## config.mk

```make
export PLATFORM = sky130hd
export DESIGN_NAME = aesc_queue
export DESIGN_NICKNAME = d
export VERILOG_FILES = /design/src/rtl/assert_macros.svh /design/src/rtl/aesc_pkg.sv /design/src/rtl/aesc_queue.sv
export SDC_FILE = /design/constraint.sdc
export NUM_CORES = 1
export LEC_CHECK = 0
export BUFFER_PORTS_ARGS = -buffer_cell sky130_fd_sc_hd__buf_2
export CAP_MARGIN = 20
export CORE_ASPECT_RATIO = 0.75
export CORE_MARGIN = 8
export CORE_UTILIZATION = 45
export CTS_CLUSTER_SIZE = 24
export DETAILED_ROUTE_END_ITERATION = 12
export GPL_ROUTABILITY_DRIVEN = 0
export MAX_ROUTING_LAYER = met4
export PLACE_DENSITY_LB_ADDON = 0.12
export REMOVE_ABC_BUFFERS = 1
export SLEW_MARGIN = 20
export SYNTH_ARGS = -nofsm -noshare
export SYNTH_HDL_FRONTEND = slang
export SYNTH_SLANG_ARGS = --single-unit
export TNS_END_PERCENT = 50
```

## constraint.sdc

```tcl
create_clock -name clock -period 26.6 [get_ports clock]
set_input_delay 2.66 -clock clock [delete_from_list [all_inputs] [get_ports clock]]
set_output_delay 2.66 -clock clock [all_outputs]
set_load 0.05 [all_outputs]
```

## src/rtl/assert_macros.svh

```systemverilog
// assertion macros used by the rtl top level
`ifndef ASSERT_MACROS_SVH
`define ASSERT_MACROS_SVH

// property must hold at every clock edge outside reset
`define AESC_ASSERT(label, prop) \
   label: assert property (@(posedge clock) disable iff (reset) prop) \
      else $error("aesc assertion failed");

// expression must never be true outside reset
`define AESC_NEVER(label, expr) \
   `AESC_ASSERT(label, !(expr))

`endif

```

## src/rtl/aesc_pkg.sv

```systemverilog
// types, constants and round functions of the aes-128 ctr block cipher
package aesc_pkg;

   localparam int QUEUE_DEPTH = 2;
   localparam logic [3:0] LAST_ROUND = 4'd10;

   // register indexes of the csr port
   localparam logic [1:0] CSR_KEY_HIGH = 2'd0;
   localparam logic [1:0] CSR_KEY_LOW = 2'd1;
   localparam logic [1:0] CSR_NONCE = 2'd2;

   typedef struct packed {
      logic [127:0] ctr_block;
      logic [127:0] text;
      logic [4:0]   valid_bytes;
      logic         no_keystream;
   } q_entry_type;

   typedef struct packed {
      logic busy;
      logic finishing;
   } back_status_type;

   localparam logic [7:0] SBOX [256] = '{
      8'h63,8'h7c,8'h77,8'h7b,8'hf2,8'h6b,8'h6f,8'hc5,8'h30,8'h01,8'h67,8'h2b,8'hfe,8'hd7,8'hab,8'h76,
      8'hca,8'h82,8'hc9,8'h7d,8'hfa,8'h59,8'h47,8'hf0,8'had,8'hd4,8'ha2,8'haf,8'h9c,8'ha4,8'h72,8'hc0,
      8'hb7,8'hfd,8'h93,8'h26,8'h36,8'h3f,8'hf7,8'hcc,8'h34,8'ha5,8'he5,8'hf1,8'h71,8'hd8,8'h31,8'h15,
      8'h04,8'hc7,8'h23,8'hc3,8'h18,8'h96,8'h05,8'h9a,8'h07,8'h12,8'h80,8'he2,8'heb,8'h27,8'hb2,8'h75,
      8'h09,8'h83,8'h2c,8'h1a,8'h1b,8'h6e,8'h5a,8'ha0,8'h52,8'h3b,8'hd6,8'hb3,8'h29,8'he3,8'h2f,8'h84,
      8'h53,8'hd1,8'h00,8'hed,8'h20,8'hfc,8'hb1,8'h5b,8'h6a,8'hcb,8'hbe,8'h39,8'h4a,8'h4c,8'h58,8'hcf,
      8'hd0,8'hef,8'haa,8'hfb,8'h43,8'h4d,8'h33,8'h85,8'h45,8'hf9,8'h02,8'h7f,8'h50,8'h3c,8'h9f,8'ha8,
      8'h51,8'ha3,8'h40,8'h8f,8'h92,8'h9d,8'h38,8'hf5,8'hbc,8'hb6,8'hda,8'h21,8'h10,8'hff,8'hf3,8'hd2,
      8'hcd,8'h0c,8'h13,8'hec,8'h5f,8'h97,8'h44,8'h17,8'hc4,8'ha7,8'h7e,8'h3d,8'h64,8'h5d,8'h19,8'h73,
      8'h60,8'h81,8'h4f,8'hdc,8'h22,8'h2a,8'h90,8'h88,8'h46,8'hee,8'hb8,8'h14,8'hde,8'h5e,8'h0b,8'hdb,
      8'he0,8'h32,8'h3a,8'h0a,8'h49,8'h06,8'h24,8'h5c,8'hc2,8'hd3,8'hac,8'h62,8'h91,8'h95,8'he4,8'h79,
      8'he7,8'hc8,8'h37,8'h6d,8'h8d,8'hd5,8'h4e,8'ha9,8'h6c,8'h56,8'hf4,8'hea,8'h65,8'h7a,8'hae,8'h08,
      8'hba,8'h78,8'h25,8'h2e,8'h1c,8'ha6,8'hb4,8'hc6,8'he8,8'hdd,8'h74,8'h1f,8'h4b,8'hbd,8'h8b,8'h8a,
      8'h70,8'h3e,8'hb5,8'h66,8'h48,8'h03,8'hf6,8'h0e,8'h61,8'h35,8'h57,8'hb9,8'h86,8'hc1,8'h1d,8'h9e,
      8'he1,8'hf8,8'h98,8'h11,8'h69,8'hd9,8'h8e,8'h94,8'h9b,8'h1e,8'h87,8'he9,8'hce,8'h55,8'h28,8'hdf,
      8'h8c,8'ha1,8'h89,8'h0d,8'hbf,8'he6,8'h42,8'h68,8'h41,8'h99,8'h2d,8'h0f,8'hb0,8'h54,8'hbb,8'h16
   };

   function automatic logic [7:0] round_const(input logic [3:0] rnd);
      logic [7:0] rc;
      case (rnd)
         4'd1: rc = 8'h01;
         4'd2: rc = 8'h02;
         4'd3: rc = 8'h04;
         4'd4: rc = 8'h08;
         4'd5: rc = 8'h10;
         4'd6: rc = 8'h20;
         4'd7: rc = 8'h40;
         4'd8: rc = 8'h80;
         4'd9: rc = 8'h1b;
         4'd10: rc = 8'h36;
         default: rc = 8'h00;
      endcase
      return rc;
   endfunction

   function automatic logic [7:0] xtime(input logic [7:0] x);
      return {x[6:0], 1'b0} ^ (x[7] ? 8'h1b : 8'h00);
   endfunction

   // byte 0 sits in the top byte
   function automatic logic [127:0] sub_shift(input logic [127:0] s);
      logic [127:0] t;
      t = '0;
      for (int c = 0; c < 4; c++) begin
         for (int r = 0; r < 4; r++) begin
            t[127 - 8 * (4 * c + r) -: 8] = SBOX[s[127 - 8 * (4 * ((c + r) & 3) + r) -: 8]];
         end
      end
      return t;
   endfunction

   function automatic logic [127:0] mix_columns(input logic [127:0] s);
      logic [127:0] t;
      logic [7:0] a0, a1, a2, a3;
      t = '0;
      for (int c = 0; c < 4; c++) begin
         a0 = s[127 - 32 * c -: 8];
         a1 = s[119 - 32 * c -: 8];
         a2 = s[111 - 32 * c -: 8];
         a3 = s[103 - 32 * c -: 8];
         t[127 - 32 * c -: 8] = xtime(a0) ^ xtime(a1) ^ a1 ^ a2 ^ a3;
         t[119 - 32 * c -: 8] = a0 ^ xtime(a1) ^ xtime(a2) ^ a2 ^ a3;
         t[111 - 32 * c -: 8] = a0 ^ a1 ^ xtime(a2) ^ xtime(a3) ^ a3;
         t[103 - 32 * c -: 8] = xtime(a0) ^ a0 ^ a1 ^ a2 ^ xtime(a3);
      end
      return t;
   endfunction

   // next round key from the current one
   function automatic logic [127:0] next_round_key(input logic [127:0] rk,
                                                   input logic [3:0] rnd);
      logic [31:0] w3, tmp, n0, n1, n2, n3;
      w3 = rk[31:0];
      tmp = {SBOX[w3[23:16]] ^ round_const(rnd), SBOX[w3[15:8]], SBOX[w3[7:0]],
             SBOX[w3[31:24]]};
      n0 = rk[127:96] ^ tmp;
      n1 = rk[95:64] ^ n0;
      n2 = rk[63:32] ^ n1;
      n3 = rk[31:0] ^ n2;
      return {n0, n1, n2, n3};
   endfunction

   // clear bytes at or beyond the valid count, counts above sixteen act as sixteen
   function automatic logic [127:0] mask_bytes(input logic [127:0] d,
                                               input logic [4:0] cnt);
      logic [127:0] t;
      t = '0;
      for (int b = 0; b < 16; b++) begin
         if (5'(b) < cnt) begin
            t[127 - 8 * b -: 8] = d[127 - 8 * b -: 8];
         end
      end
      return t;
   endfunction

endpackage

```

## src/rtl/aesc_queue.sv

```systemverilog
// short queue between front and back end
module aesc_queue
   import aesc_pkg::*;
#(
   parameter int Depth = QUEUE_DEPTH
) (
   input  logic        clock,
   input  logic        reset,
   input  logic        push,
   input  q_entry_type push_entry,
   input  logic        pop,
   output logic        not_empty,
   output logic        full,
   output q_entry_type head_entry
);

   localparam int PtrWidth = (Depth > 1) ? $clog2(Depth) : 1;
   localparam int CntWidth = $clog2(Depth + 1);
   localparam logic [PtrWidth-1:0] LastPtr = PtrWidth'(Depth - 1);

   q_entry_type entries_ff [Depth];
   logic [PtrWidth-1:0] wr_ptr_ff, wr_ptr_in;
   logic [PtrWidth-1:0] rd_ptr_ff, rd_ptr_in;
   logic [CntWidth-1:0] count_ff, count_in;

   assign not_empty = (count_ff != '0);
   assign full = (count_ff == CntWidth'(Depth));
   assign head_entry = entries_ff[rd_ptr_ff];

   // pointer and fill count update
   always_comb begin
      wr_ptr_in = wr_ptr_ff;
      rd_ptr_in = rd_ptr_ff;
      count_in = count_ff;
      if (push) begin
         wr_ptr_in = (wr_ptr_ff == LastPtr) ? '0 : wr_ptr_ff + 1'b1;
      end
      if (pop) begin
         rd_ptr_in = (rd_ptr_ff == LastPtr) ? '0 : rd_ptr_ff + 1'b1;
      end
      if (push && !pop) begin
         count_in = count_ff + 1'b1;
      end else if (pop && !push) begin
         count_in = count_ff - 1'b1;
      end
   end

   always_ff @(posedge clock) begin
      if (reset) begin
         wr_ptr_ff <= '0;
         rd_ptr_ff <= '0;
         count_ff <= '0;
      end else begin
         wr_ptr_ff <= wr_ptr_in;
         rd_ptr_ff <= rd_ptr_in;
         count_ff <= count_in;
      end
   end

   // entry storage
   always_ff @(posedge clock) begin
      if (push) begin
         entries_ff[wr_ptr_ff] <= push_entry;
      end
   end

endmodule

```

== Word level (Yosys, flattened, before mapping) ==
Memory sizes are Yosys's and may differ from the RTL's. A register that Yosys moved wholly into a read port is not among the register bits.
Index checks and enable logic that the tools add are counted.
Word-level totals
  ROM bits: 0
  bits in registers: 4
  bits in latches: 0
  RAM bits: 524
  bits of input ports: 266
  memories: 1
  logic and storage cells: 23
  output and inout port bits: 264
Memories
  entries_ff: words 2, bits a word 262, read ports 1, clocked after memory_dff 1, write ports 1, line aesc_queue.sv:21  | q_entry_type entries_ff [Depth];
Cells by class
  reduce and logical (&&, ||, !) cells: 6
  mux-type cells: 8
  $lt $le $gt $ge: 0
  shifts and indexed selects: 0
  divide/modulo/power cells: 0
  bitwise operators: 0
  $mul: 0
  $add $sub $neg: 4
  eq/ne operators: 1
Operator list (number)
  $mux 1: 6
  $mux 2: 2
  $reduce_bool 2->1: 2
  $add 1x1->1 const B: 2
  $add 2x1->2 const B: 1
  $eq 2x2->1 const B: 1
  $logic_and 1x1->1: 2
  $logic_not 1->1: 2
  $sub 2x1->2 const B: 1

== Longest topological paths before layout ==
  word-level depth: 4
  depth in mapped cells: 5

== Worst setup path before layout ==
Ideal clock, no wire load.
  kind: input port to flip-flop
  from: input port push
  to: memory entries_ff[0][0] (netlist bit), enable pin
  cell stages on the path: 1
  path slack: 11747 ps
  required time: 25679 ps
  arrival: 13932 ps
  cells stage by stage: nor2b_1
Between the ends
  word-level cells in the longest chain between the ends: 2
RTL lines
  start: declaration: line aesc_queue.sv:9  | input logic push,
  $mux 1: line aesc_queue.sv:62  | if (push) begin
  $mux 1 (not written as such): line aesc_queue.sv:63  | entries_ff[wr_ptr_ff] <= push_entry;
  end: declaration: line aesc_queue.sv:21
Every way passes these cells.

==> results.py <==
metrics = {
    "critical_path": {
        "cpMostUsedCell": "buf_4",
        "worst-r2r-setup-slack_ps": 23300,
        "cpMaxStageDelayCell": "dfxtp_4",
        "end_kind": "output pin",
        "worst-path-max-fanout": 66,
        "cpPeakStageDelay_ps": 850,
        "arrival_ps": 4350,
        "cp_num_buf_inv": 4,
        "timing.rr.start": "wr_ptr_ff",
        "cp_cell_sequence": "buf_6, buf_4, buf_4, mux2_2, buf_2",
        "crit_family": "buffers and inverters",
        "start_kind": "flop",
        "required_ps": 23940,
        "critPathKind": "reg2out",
    },
    "pwr": {
        "p_seq_share_pct": 49.0,
        "p_per_area_nw_per_um2": 82.03,
        "comb_power_share_pct": 17.8,
        "p_total_uw": 2020,
        "internal_power_uw": 1466,
        "leakagePower_uw": 0.009568,
        "peakVddDrop_v": 0.00004810,
        "pwr-share-clk_pct": 33.2,
        "swShare_pct": 27.43,
        "p_sw_uw": 554.3,
    },
    "detailed_routing": {
        "dr.pass1.iters": 4,
        "drt-wirelength-per-cell_um": 23.18,
        "initialDrtViolationCount": 564,
        "drcViolationCount": 0,
        "routed_wl_um": 47170,
        "ant_nets": 0,
        "via_per_inst": 4.879,
        "vias": 9929,
    },
    "synth": {
        "synth_seq_area_share_pct": 79.79,
        "yosysWarnings": 0,
        "synth.top_cell.area_share_pct": 79.29,
        "yosys-top-cells-count": "edfxtp_1 (524), mux2_4 (180), mux2_2 (82)",
        "synth.area.top_cells": "edfxtp_1 (79%), mux2_4 (14%), mux2_2 (4.7%)",
        "synth.distinct_cells": 17,
        "syn_avg_cell_area_um2": 23.71,
        "synth_area_um2": 19850,
        "synth_flop_cell": "edfxtp_1",
        "synthArstFlopShare_pct": 0,
        "synth_top_cell_by_area": "edfxtp_1",
        "ys_ff_latch": 529,
        "synth_cells": 837,
        "yosysMostFrequentCell": "edfxtp_1",
        "synth-edff-count": 524,
    },
    "timing": {
        "period_share_pct": 26.37,
        "setup_tns_ps": 0,
        "worst_pin_slew_ps": 1091,
        "hold_viol_final": 0,
        "min_period_ps": 7013,
        "slew_viol_final": 0,
        "timing.fmax_mhz": 142.6,
        "setup_viol": 0,
        "whs_ps": 504.1,
        "relSlewSlack_pct": 27.24,
        "finClkSkew_ps": 16.23,
        "rsz0062_at_grt": "false",
    },
    "clock_network": {
        "cts_inserted_buffers": 52,
        "clockBufferDepth": 3,
        "clkTransAtPathRegs_ps": 60,
        "cts_resized": 0,
        "tritoncts": "done",
        "htreeDepth": 2,
        "postCtsSetupRepairBufs": 0,
        "hold_buffers": 0,
        "clkLatencyLatePin_ps": 550,
        "cts.sinks": 529,
        "root_buffer": "clkbuf_16",
    },
    "floorplanning": {
        "coreArea_um2": 43440,
        "dieArea_um2": 51150,
        "placementRows": 66,
        "io_pins": 530,
        "die_width_um": 258.5,
        "die_y_um": 197.9,
        "start_util_pct": 45.69,
    },
    "min_path": {
        "hp-class": "reg2reg",
        "hold_start": "count_ff[1]",
    },
    "finish": {
        "multiInputGateArea_um2": 3740,
        "area.sequential_um2": 15840,
        "final_nets": 1669,
        "area_growth_pct": 24.11,
        "drive_gt1_share_pct": 60.60,
        "post-route-cell-area_um2": 24630,
        "fin_util_pct": 56.70,
        "fillers": 3410,
    },
    "placement": {
        "dpl_cell_area_um2": 23040,
        "io_buffers": 529,
        "dp.final_hpwl_um": 33880,
    },
    "grt": {
        "grt_usage_pct": 18.05,
        "grt_pass1_vias": 10340,
        "antenna_found_initial": 17,
        "grt_pass1_wl_um": 67060,
        "grt-ovfl-total": 0,
        "grt_max_degree": 78,
    },
    "status": {
        "status": "finished clean",
    },
    "run": {
        "maxCapViolations": 0,
    },
}
==> per-layer routing <==
metal | up-vias | global-route usage (%) | part of all wire (%)
met3 | 60 | 6.971 | 9.0
met5 | - | - | 0
met1 | 5003 | 20.54 | 39
met4 | 0 | 4.971 | 1.8
met2 | 354 | 29.80 | 50
li1 | 4512 | - | -
==> state kept, by name, indices dropped and copies added (netlist names), named ones only <==
register,count
count_ff,2
entries_ff,524
rd_ptr_ff,1
wr_ptr_ff,1
==> cell families (layout without fill, tap and decap cells) <==
logic type	after synthesis	in the layout	synth area share, %
DFF	529	529	79.79
muxes	262	262	18.27
buffers and inverters	30	632	1.412
and+or+nand+nor	9	9	0.2333
xor gates and xnor gates	4	4	0.1766
AOI/OAI and AO/OA	2	2	0.05039
adders and majority gates	1	1	0.06304
other	0	18	0
==> power groups by stage <==
stage	Combinational, µW	Sequential (µW)	Clock [µW]
3_3_place_gp	364	1010	0
4_1_cts	366	991	692
5_1_grt	376	994	723
2_1_floorplan	288	1030	0
6_report	360	990	670
3_5_place_dp	365	1010	0
==> per-stage QoR <==
stage / instances / setup WS [ps]
floorplan: 808 / 11750
global placement: 1926 / 19770
detailed placement: 1926 / 20040
CTS: 2017 / 19430
global route: 2034 / 19320
finish: 2035 / 19590
==> tightest hold or removal path: cells and delay by family, from the launching register on <==
kind            cells  cell delay [ps]
flops               1              330
compound gates      2              130
==> area by class of cell <==
cell class	instances	share of cell area [%]
antenna	18	0.1829
clock buffer	69	5.629
clock inverter	22	0.6299
inverter	1	0.01524
multi-input combinational	278	15.18
sequential	529	64.31
tap	578	2.936
timing repair buffer	540	11.12
==> placed cells by master (no fill, tap or decap), types with 4 or more instances in the layout <==
cell and instances:
dfxtp_1 4, clkinv_2 9, clkinv_1 9, mux2_2 82, clkbuf_1 16, mux2_4 180
buf_4 9, diode_2 18, clkbuf_16 53, buf_2 529, edfxtp_1 524, nor2_1 4
==> path summary, 6_finish.rpt <==
kind	end	depth (start not counted)
setup reg to reg	entries_ff[1][113]	3
hold reg to reg	count_ff[1]	2
setup / recovery	head_entry[14]	5
hold / removal	count_ff[1]	2
Note: power is estimated with default switching activity, not from simulation.
