<file path="src/rtl/assert_macros.svh">
// assertion macros used by the rtl top level
`ifndef ASSERT_MACROS_SVH
`define ASSERT_MACROS_SVH

// property must hold at every clock edge outside reset
`define AESC_ASSERT(label, prop) \
   label: assert property (@(posedge clock) disable iff (reset) prop) \
      else $error("aesc assertion failed");

// expression must never be true outside reset
`define AESC_NEVER(label, expr) \
   `AESC_ASSERT(label, !(expr))

`endif

</file>
<file path="src/rtl/aesc_pkg.sv">
// types, constants and round functions of the aes-128 ctr block cipher
package aesc_pkg;

   localparam int QUEUE_DEPTH = 2;
   localparam logic [3:0] LAST_ROUND = 4'd10;

   // register indexes of the csr port
   localparam logic [1:0] CSR_KEY_HIGH = 2'd0;
   localparam logic [1:0] CSR_KEY_LOW = 2'd1;
   localparam logic [1:0] CSR_NONCE = 2'd2;

   typedef struct packed {
      logic [127:0] ctr_block;
      logic [127:0] text;
      logic [4:0]   valid_bytes;
      logic         no_keystream;
   } q_entry_type;

   typedef struct packed {
      logic busy;
      logic finishing;
   } back_status_type;

   localparam logic [7:0] SBOX [256] = '{
      8'h63,8'h7c,8'h77,8'h7b,8'hf2,8'h6b,8'h6f,8'hc5,8'h30,8'h01,8'h67,8'h2b,8'hfe,8'hd7,8'hab,8'h76,
      8'hca,8'h82,8'hc9,8'h7d,8'hfa,8'h59,8'h47,8'hf0,8'had,8'hd4,8'ha2,8'haf,8'h9c,8'ha4,8'h72,8'hc0,
      8'hb7,8'hfd,8'h93,8'h26,8'h36,8'h3f,8'hf7,8'hcc,8'h34,8'ha5,8'he5,8'hf1,8'h71,8'hd8,8'h31,8'h15,
      8'h04,8'hc7,8'h23,8'hc3,8'h18,8'h96,8'h05,8'h9a,8'h07,8'h12,8'h80,8'he2,8'heb,8'h27,8'hb2,8'h75,
      8'h09,8'h83,8'h2c,8'h1a,8'h1b,8'h6e,8'h5a,8'ha0,8'h52,8'h3b,8'hd6,8'hb3,8'h29,8'he3,8'h2f,8'h84,
      8'h53,8'hd1,8'h00,8'hed,8'h20,8'hfc,8'hb1,8'h5b,8'h6a,8'hcb,8'hbe,8'h39,8'h4a,8'h4c,8'h58,8'hcf,
      8'hd0,8'hef,8'haa,8'hfb,8'h43,8'h4d,8'h33,8'h85,8'h45,8'hf9,8'h02,8'h7f,8'h50,8'h3c,8'h9f,8'ha8,
      8'h51,8'ha3,8'h40,8'h8f,8'h92,8'h9d,8'h38,8'hf5,8'hbc,8'hb6,8'hda,8'h21,8'h10,8'hff,8'hf3,8'hd2,
      8'hcd,8'h0c,8'h13,8'hec,8'h5f,8'h97,8'h44,8'h17,8'hc4,8'ha7,8'h7e,8'h3d,8'h64,8'h5d,8'h19,8'h73,
      8'h60,8'h81,8'h4f,8'hdc,8'h22,8'h2a,8'h90,8'h88,8'h46,8'hee,8'hb8,8'h14,8'hde,8'h5e,8'h0b,8'hdb,
      8'he0,8'h32,8'h3a,8'h0a,8'h49,8'h06,8'h24,8'h5c,8'hc2,8'hd3,8'hac,8'h62,8'h91,8'h95,8'he4,8'h79,
      8'he7,8'hc8,8'h37,8'h6d,8'h8d,8'hd5,8'h4e,8'ha9,8'h6c,8'h56,8'hf4,8'hea,8'h65,8'h7a,8'hae,8'h08,
      8'hba,8'h78,8'h25,8'h2e,8'h1c,8'ha6,8'hb4,8'hc6,8'he8,8'hdd,8'h74,8'h1f,8'h4b,8'hbd,8'h8b,8'h8a,
      8'h70,8'h3e,8'hb5,8'h66,8'h48,8'h03,8'hf6,8'h0e,8'h61,8'h35,8'h57,8'hb9,8'h86,8'hc1,8'h1d,8'h9e,
      8'he1,8'hf8,8'h98,8'h11,8'h69,8'hd9,8'h8e,8'h94,8'h9b,8'h1e,8'h87,8'he9,8'hce,8'h55,8'h28,8'hdf,
      8'h8c,8'ha1,8'h89,8'h0d,8'hbf,8'he6,8'h42,8'h68,8'h41,8'h99,8'h2d,8'h0f,8'hb0,8'h54,8'hbb,8'h16
   };

   function automatic logic [7:0] round_const(input logic [3:0] rnd);
      logic [7:0] rc;
      case (rnd)
         4'd1: rc = 8'h01;
         4'd2: rc = 8'h02;
         4'd3: rc = 8'h04;
         4'd4: rc = 8'h08;
         4'd5: rc = 8'h10;
         4'd6: rc = 8'h20;
         4'd7: rc = 8'h40;
         4'd8: rc = 8'h80;
         4'd9: rc = 8'h1b;
         4'd10: rc = 8'h36;
         default: rc = 8'h00;
      endcase
      return rc;
   endfunction

   function automatic logic [7:0] xtime(input logic [7:0] x);
      return {x[6:0], 1'b0} ^ (x[7] ? 8'h1b : 8'h00);
   endfunction

   // byte 0 sits in the top byte
   function automatic logic [127:0] sub_shift(input logic [127:0] s);
      logic [127:0] t;
      t = '0;
      for (int c = 0; c < 4; c++) begin
         for (int r = 0; r < 4; r++) begin
            t[127 - 8 * (4 * c + r) -: 8] = SBOX[s[127 - 8 * (4 * ((c + r) & 3) + r) -: 8]];
         end
      end
      return t;
   endfunction

   function automatic logic [127:0] mix_columns(input logic [127:0] s);
      logic [127:0] t;
      logic [7:0] a0, a1, a2, a3;
      t = '0;
      for (int c = 0; c < 4; c++) begin
         a0 = s[127 - 32 * c -: 8];
         a1 = s[119 - 32 * c -: 8];
         a2 = s[111 - 32 * c -: 8];
         a3 = s[103 - 32 * c -: 8];
         t[127 - 32 * c -: 8] = xtime(a0) ^ xtime(a1) ^ a1 ^ a2 ^ a3;
         t[119 - 32 * c -: 8] = a0 ^ xtime(a1) ^ xtime(a2) ^ a2 ^ a3;
         t[111 - 32 * c -: 8] = a0 ^ a1 ^ xtime(a2) ^ xtime(a3) ^ a3;
         t[103 - 32 * c -: 8] = xtime(a0) ^ a0 ^ a1 ^ a2 ^ xtime(a3);
      end
      return t;
   endfunction

   // next round key from the current one
   function automatic logic [127:0] next_round_key(input logic [127:0] rk,
                                                   input logic [3:0] rnd);
      logic [31:0] w3, tmp, n0, n1, n2, n3;
      w3 = rk[31:0];
      tmp = {SBOX[w3[23:16]] ^ round_const(rnd), SBOX[w3[15:8]], SBOX[w3[7:0]],
             SBOX[w3[31:24]]};
      n0 = rk[127:96] ^ tmp;
      n1 = rk[95:64] ^ n0;
      n2 = rk[63:32] ^ n1;
      n3 = rk[31:0] ^ n2;
      return {n0, n1, n2, n3};
   endfunction

   // clear bytes at or beyond the valid count, counts above sixteen act as sixteen
   function automatic logic [127:0] mask_bytes(input logic [127:0] d,
                                               input logic [4:0] cnt);
      logic [127:0] t;
      t = '0;
      for (int b = 0; b < 16; b++) begin
         if (5'(b) < cnt) begin
            t[127 - 8 * b -: 8] = d[127 - 8 * b -: 8];
         end
      end
      return t;
   endfunction

endpackage

</file>
<file path="src/rtl/aesc_if.sv">
// request and response channel interfaces
interface aesc_req_if;
   logic        valid;
   logic        ready;
   logic [63:0] text_high;
   logic [63:0] text_low;
   logic [4:0]  valid_bytes;
   modport source (output valid, text_high, text_low, valid_bytes, input ready);
   modport sink (input valid, text_high, text_low, valid_bytes, output ready);
endinterface


</file>
<file path="src/rtl/aesc_front.sv">
// front end: csr registers, block counter, transaction classification
module aesc_front
   import aesc_pkg::*;
(
   input  logic          clock,
   input  logic          reset,
   aesc_req_if.sink      req_chan,
   input  logic          csr_write_enable,
   input  logic [1:0]    csr_index,
   input  logic [63:0]   csr_write_data,
   input  logic          q_full,
   output logic          q_push,
   output q_entry_type   q_entry,
   output logic [127:0]  cipher_key
);

   logic [63:0] key_high_ff, key_high_in;
   logic [63:0] key_low_ff, key_low_in;
   logic [63:0] nonce_ff, nonce_in;
   logic [63:0] counter_ff, counter_in;
   logic        csr_hit;

   assign req_chan.ready = !q_full;
   assign q_push = req_chan.valid && !q_full;
   assign cipher_key = {key_high_ff, key_low_ff};

   // classify and tag the incoming transaction
   always_comb begin
      q_entry.ctr_block = {nonce_ff, counter_ff};
      q_entry.text = {req_chan.text_high, req_chan.text_low};
      q_entry.valid_bytes = req_chan.valid_bytes;
      q_entry.no_keystream = (req_chan.valid_bytes == 5'd0);
   end

   // csr writes and counter update
   always_comb begin
      key_high_in = key_high_ff;
      key_low_in = key_low_ff;
      nonce_in = nonce_ff;
      counter_in = counter_ff;
      csr_hit = 1'b0;
      if (csr_write_enable) begin
         case (csr_index)
            CSR_KEY_HIGH: begin
               key_high_in = csr_write_data;
               csr_hit = 1'b1;
            end
            CSR_KEY_LOW: begin
               key_low_in = csr_write_data;
               csr_hit = 1'b1;
            end
            CSR_NONCE: begin
               nonce_in = csr_write_data;
               csr_hit = 1'b1;
            end
            default: csr_hit = 1'b0;
         endcase
      end
      if (csr_hit) begin
         counter_in = '0;
      end else if (q_push && !q_entry.no_keystream) begin
         counter_in = counter_ff + 64'd1;
      end
   end

   always_ff @(posedge clock) begin
      if (reset) begin
         key_high_ff <= '0;
         key_low_ff <= '0;
         nonce_ff <= '0;
         counter_ff <= '0;
      end else begin
         key_high_ff <= key_high_in;
         key_low_ff <= key_low_in;
         nonce_ff <= nonce_in;
         counter_ff <= counter_in;
      end
   end

endmodule

</file>
<file path="src/flat_wrapper.sv">
// flat-port wrapper written by rule: the top's interface ports become plain ports
module aesc_front_flat import aesc_pkg::*;
  (clock, reset, csr_write_enable, csr_index, csr_write_data, q_full, q_push, q_entry, cipher_key, req_chan_valid, req_chan_text_high, req_chan_text_low, req_chan_valid_bytes, req_chan_ready);
  aesc_req_if req_chan_i ();
  input  logic clock;
  input  logic reset;
  input  logic csr_write_enable;
  input  logic [1:0] csr_index;
  input  logic [63:0] csr_write_data;
  input  logic q_full;
  output logic q_push;
  output q_entry_type q_entry;
  output logic [127:0] cipher_key;
  input wire logic [$bits(req_chan_i.valid)-1:0] req_chan_valid;
  input wire logic [$bits(req_chan_i.text_high)-1:0] req_chan_text_high;
  input wire logic [$bits(req_chan_i.text_low)-1:0] req_chan_text_low;
  input wire logic [$bits(req_chan_i.valid_bytes)-1:0] req_chan_valid_bytes;
  output wire logic [$bits(req_chan_i.ready)-1:0] req_chan_ready;
  assign req_chan_i.valid = req_chan_valid;
  assign req_chan_i.text_high = req_chan_text_high;
  assign req_chan_i.text_low = req_chan_text_low;
  assign req_chan_i.valid_bytes = req_chan_valid_bytes;
  assign req_chan_ready = req_chan_i.ready;
  aesc_front u_core (.clock(clock), .reset(reset), .req_chan(req_chan_i), .csr_write_enable(csr_write_enable), .csr_index(csr_index), .csr_write_data(csr_write_data), .q_full(q_full), .q_push(q_push), .q_entry(q_entry), .cipher_key(cipher_key));
endmodule
</file>
<file path="config.mk">
export PLATFORM = sky130hd
export DESIGN_NAME = aesc_front_flat
export DESIGN_NICKNAME = d
export VERILOG_FILES = /design/src/rtl/assert_macros.svh /design/src/rtl/aesc_pkg.sv /design/src/rtl/aesc_if.sv /design/src/rtl/aesc_front.sv /design/src/flat_wrapper.sv
export SDC_FILE = /design/constraint.sdc
export NUM_CORES = 1
export LEC_CHECK = 0
export ABC_AREA = 1
export BUFFER_PORTS_ARGS = -buffer_cell sky130_fd_sc_hd__buf_4
export CAP_MARGIN = 20
export CELL_PAD_IN_SITES_DETAIL_PLACEMENT = 1
export CELL_PAD_IN_SITES_GLOBAL_PLACEMENT = 2
export CORE_AREA = 2 2 234 236
export CTS_BUF_LIST = sky130_fd_sc_hd__clkbuf_2 sky130_fd_sc_hd__clkbuf_4 sky130_fd_sc_hd__clkbuf_8
export DETAILED_ROUTE_END_ITERATION = 7
export DIE_AREA = 0 0 236 238
export PLACE_DENSITY_LB_ADDON = 0.2
export SLEW_MARGIN = 20
export SYNTH_ARGS = -nofsm -noshare
export SYNTH_HDL_FRONTEND = slang
export SYNTH_SLANG_ARGS = --single-unit
</file>
<file path="constraint.sdc">
create_clock -name clock -period 2.4 [get_ports clock]
set_input_delay 0.24 -clock clock [delete_from_list [all_inputs] [get_ports clock]]
set_output_delay 0.24 -clock clock [all_outputs]
set_load 0.1 [all_outputs]
</file>
Word-level counts from Yosys, hierarchy flattened
Index checks and enable logic that the tools add are counted.
{ "op_classes": {"n_addsub": 1, "n_reduce_logical": 11, "eq_ne": 2, "mux": 2} }
{ "ops": {"columns": ["operator", "n"], "rows": [
  ["64-bit by 1-bit adder with 64-bit output, second input constant", 1],
  ["2-bit AND reduction", 3],
  ["5-bit logical NOT", 1],
  ["3-bit OR reduction", 1],
  ["2-bit by 1-bit equality test with 1-bit output, second input constant", 1],
  ["2-bit equality test, second input constant", 1],
  ["1-bit logical AND", 2],
  ["1-bit logical NOT", 2],
  ["2-bit logical NOT", 1],
  ["1-bit two-way mux", 2],
  ["2-bit OR reduction", 1]
]} }
{ "word_totals": {"inputBits": 204, "output_inout_bits": 392, "reg_bits": 256} }

Longest topological paths before layout
{ "depth": {"word_depth": 5, "mapped_depth": 12, "mapped_depth_nobuf": 12} }

Least setup slack after synthesis
OpenSTA, ideal clock, no wires.
{ "synth_timing": {"path_type": "reg-to-reg", "from": "register u_core.counter_ff[1]", "to": "register u_core.counter_ff[52]", "setup_time_ns": 0.119, "stages_incl_launch_ff": 11, "t_arrival_ns": 2.178, "n_path_buf": 0, "slack_ns": 0.103, "cell_sequence": "dfxtp_1 ha_1 inv_1 nor2_2 nand2_2 nor2_4 nand2_2 nor2_2 nand4_1 nand2_1 nor2_1"} }
{ "synth_between": {"elab_chain_len": 1} }
{ "synth_lines": {"columns": ["item", "line", "rtl"], "rows": [
  ["start: declaration", "aesc_front.sv:20", "logic [63:0] counter_ff, counter_in;"],
  ["start signal: assignment", "aesc_front.sv:76", "counter_ff <= counter_in;"],
  ["64-bit by 1-bit adder with 64-bit output", "aesc_front.sv:62", "counter_in = counter_ff + 64'd1;"]
]} }
No other way between the ends.
A chain may end at the register's enable or synchronous reset.

Worst setup path in the final report
{ "layout_timing": {"from": "register u_core.counter_ff[1]", "to": "register u_core.counter_ff[50]"} }
The elaborated chain is that of the path after synthesis.

==> results.ini <==
[run_status]
outcome = completed

[setup_path]
cp.arrival_ns = 2.48
crit_family = simple AND/OR/NAND/NOR gates
required_ns = 2.92
r2r_setup_slack_ns = 0.44
cp.buffers_inverters = 2
crit_slowest_cell = dfxtp_1
r2r_end = u_core.counter_ff[50]
worstReg2RegStart = u_core.counter_ff[1]
critPathMaxStageDelay_ns = 0.39
rr_worst_depth = 10
start_kind = flop
path_cells = ha_1 > inv_1 > nor2_2 > nand3_1 > inv_1 > nand2_1 > nor2_1 > nand2_1 > o21ai_0 > nor2_1
crit_path_max_fanout = 4
crit_type = flop to flop
end_kind = flop

[routing]
ant_nets = 0
vias_per_cell = 4.417
dr_wl_met2_um = 24930
first_iter_violations = 440
vias = 11732
detail_route.first_pass.iterations = 4
wirelength_um = 52660
top_layer = met5
wl_met3_um = 4812
wl_per_cell_um = 19.83
wl_met1_um = 21850
drc_errors = 0

[timing]
finalHoldViolCount = 0
timing.final.ws_setup_ns = 0.4382
fmax_mhz = 509.7
slew_headroom_pct = 40.06
rsz0062_at_grt = false
worst_pin_slew_ns = 0.8990
fin_crit_sh_pct = 81.74
clock-skew-final_ns = 0.01508
setup_violations = 0
tns_ns = 0
slew_violations = 0
finalCriticalPeriod_ns = 1.962

[floorplan]
row_count = 85
die_h_um = 238
die_w_um = 236
die_area_sq_um = 56170
core_sq_um = 53500
initial_core_util_pct = 21.69
ioPinCount = 596

[logic_synthesis]
syn-num-nets = 1850
yosys-top-cells-area = dfxtp_1, nor2_1, buf_4, nand2_1, o21ai_0
ys_async_sr_fraction_pct = 0
ys.flop_type = dfxtp_1
ys_types = 27
synth_edf_count = 0
synth.avg_cell_area_sq_um = 7.052
netlist_instances = 1645
ys_seq_elements = 256
syn_area_sq_um = 11600
yosysWarnings = 0
synth.top_cell.area_share_pct = 44.18
synth.yosys.seq_area_share_pct = 44.18
synth_largest_area_cell = dfxtp_1

[placed_design]
gp_congestion = 0.7868
dpl_worst_slack_ns = 0.4154
port-buffer-count = 339
dp_hpwl_um = 36730

[cells_and_area]
final_util_pct = 29.40
layout_commonest_cell = nor2_1
drive_gt1_share_pct = 25.65
n_fill_cell = 6516
area_delta_synth_final_pct = 35.58
most-common-layout-cells = nor2_1, buf_4, dfxtp_1
nets = 2121

[pwr]
power.density_nw_per_um2 = 731.2
swShare_pct = 33.54
p_clk_share_pct = 42.9
internal-power_mw = 7.643
p_switching_mw = 3.857
pwr-share-comb_pct = 18.1
seqPwrFrac_pct = 39.0
power.static_leakage_nw = 6.823
power.total_mw = 11.50
ir_drop_v = 0.0003765

[worst_hold_path]
min_to = u_core.counter_ff[34]
hp-start = q_full
min_path_type = input pin to flop
min_path_cells = 5

[clock_network]
insertion_delay_ns = 0.62
h-tree-depth = 2
cts_num_sinks = 256
root_buffer = clkbuf_8
clock_path_buffers = 3
clk_pin_slew_worst_paths_ns = 0.06
ctsResizeCount = 0
cts_buffers = 52
tritoncts = yes

[global_routing]
track_usage_pct = 18.22
gr-total-overflow = 0
grt_pass1_vias = 12570
antenna_found_initial = 5
grt_start_max_net_pins = 119
grt_pass1_wl_um = 78800

[flow_run]
maxCapViolCount = 0

## stage by stage
| stage | cells | instance area (sq um) | hold WS, ns |
|---|---|---|---|
| floorplan | 1645 | 11600 | 0.3749 |
| global placement | 2492 | 13940 | 0.4494 |
| detailed placement | 2492 | 13940 | 0.4561 |
| CTS | 2653 | 15720 | 0.06026 |
| global route | 2656 | 15730 | 0.1123 |
| finish | 2656 | 15730 | 0.1048 |
## Yosys cell counts (2+ instances only)
cell type / number
nor2_1: 407
buf_1: 3
inv_1: 92
nand2_4: 3
nor3_1: 18
clkbuf_1: 55
buf_4: 134
xor2_1: 5
nor2_2: 14
dfxtp_1: 256
nand3_1: 105
nand2_2: 8
o21ai_0: 139
o21a_1: 5
nor2_8: 2
buf_2: 16
nand2_1: 249
nor2_4: 9
a21oi_1: 90
inv_2: 6
o21ai_1: 3
nand4_1: 21
## per-layer routing
layer	vias up	global-route usage [%]
met5	-	0.3463
met4	4	4.941
met3	79	7.554
met2	381	31.11
met1	5619	20.90
li1	5649	-
## cells by family after synthesis
logic type                 after synthesis  share of synthesized area, %
AOI/OAI and AO/OA                      238                         10.40
xor gates and xnor gates                 5                        0.3775
adders and majority gates                1                        0.1078
buffers and inverters                  306                         14.41
DFF                                    256                         44.18
and+or+nand+nor                        839                         30.53
## power groups by stage
stage          clock network, mW  registers [mW]  logic, mW
2_1_floorplan                  0            5.61       1.37
3_3_place_gp                   0            4.57       2.00
3_5_place_dp                   0            4.57       2.01
4_1_cts                     5.16            4.48       2.10
5_1_grt                     5.32            4.50       2.18
6_report                    4.94            4.48       2.08
## area by class of cell
class	count	area [sq um]	share of cell area (%)
clock inverter	8	65.06	0.4137
antenna	3	7.507	0.04773
tap	696	870.8	5.537
inverter	98	369.1	2.347
clock buffer	87	1060	6.738
multi-input combinational	1083	4838	30.76
timing repair buffer	425	3393	21.57
sequential	256	5125	32.58
## worst min-delay path: cells and delay by family
family	cells	cell delay (ns)
compound gates	1	0.14
simple gates	3	0.21
buf+inv	1	0.10
## how the worst max path moves through the flow
stage                              start                    end  slack [ns]  cells after the start
global route        u_core.counter_ff[1]  u_core.counter_ff[50]        0.21                     10
global placement    u_core.counter_ff[1]  u_core.counter_ff[50]        0.48                     10
detailed placement  u_core.counter_ff[1]  u_core.counter_ff[50]        0.42                     10
floorplan           u_core.counter_ff[1]  u_core.counter_ff[52]        0.10                     10
CTS                 u_core.counter_ff[1]  u_core.counter_ff[50]        0.40                     10
finish              u_core.counter_ff[1]  u_core.counter_ff[50]        0.44                     10
## flip-flops by register name, summed over array words and instances, names as in the netlist
register and cells:
u_core.counter_ff 64, u_core.key_high_ff 64, u_core.key_low_ff 64, u_core.nonce_ff 64
## repair_timing
item / CTS / global route
hold buffers: 66 / 0
hold endpoints to repair: 192 / 0
setup endpoints to repair: 0 / 0
buffers inserted: 0 / 0
(Power assumes the default switching activity.)
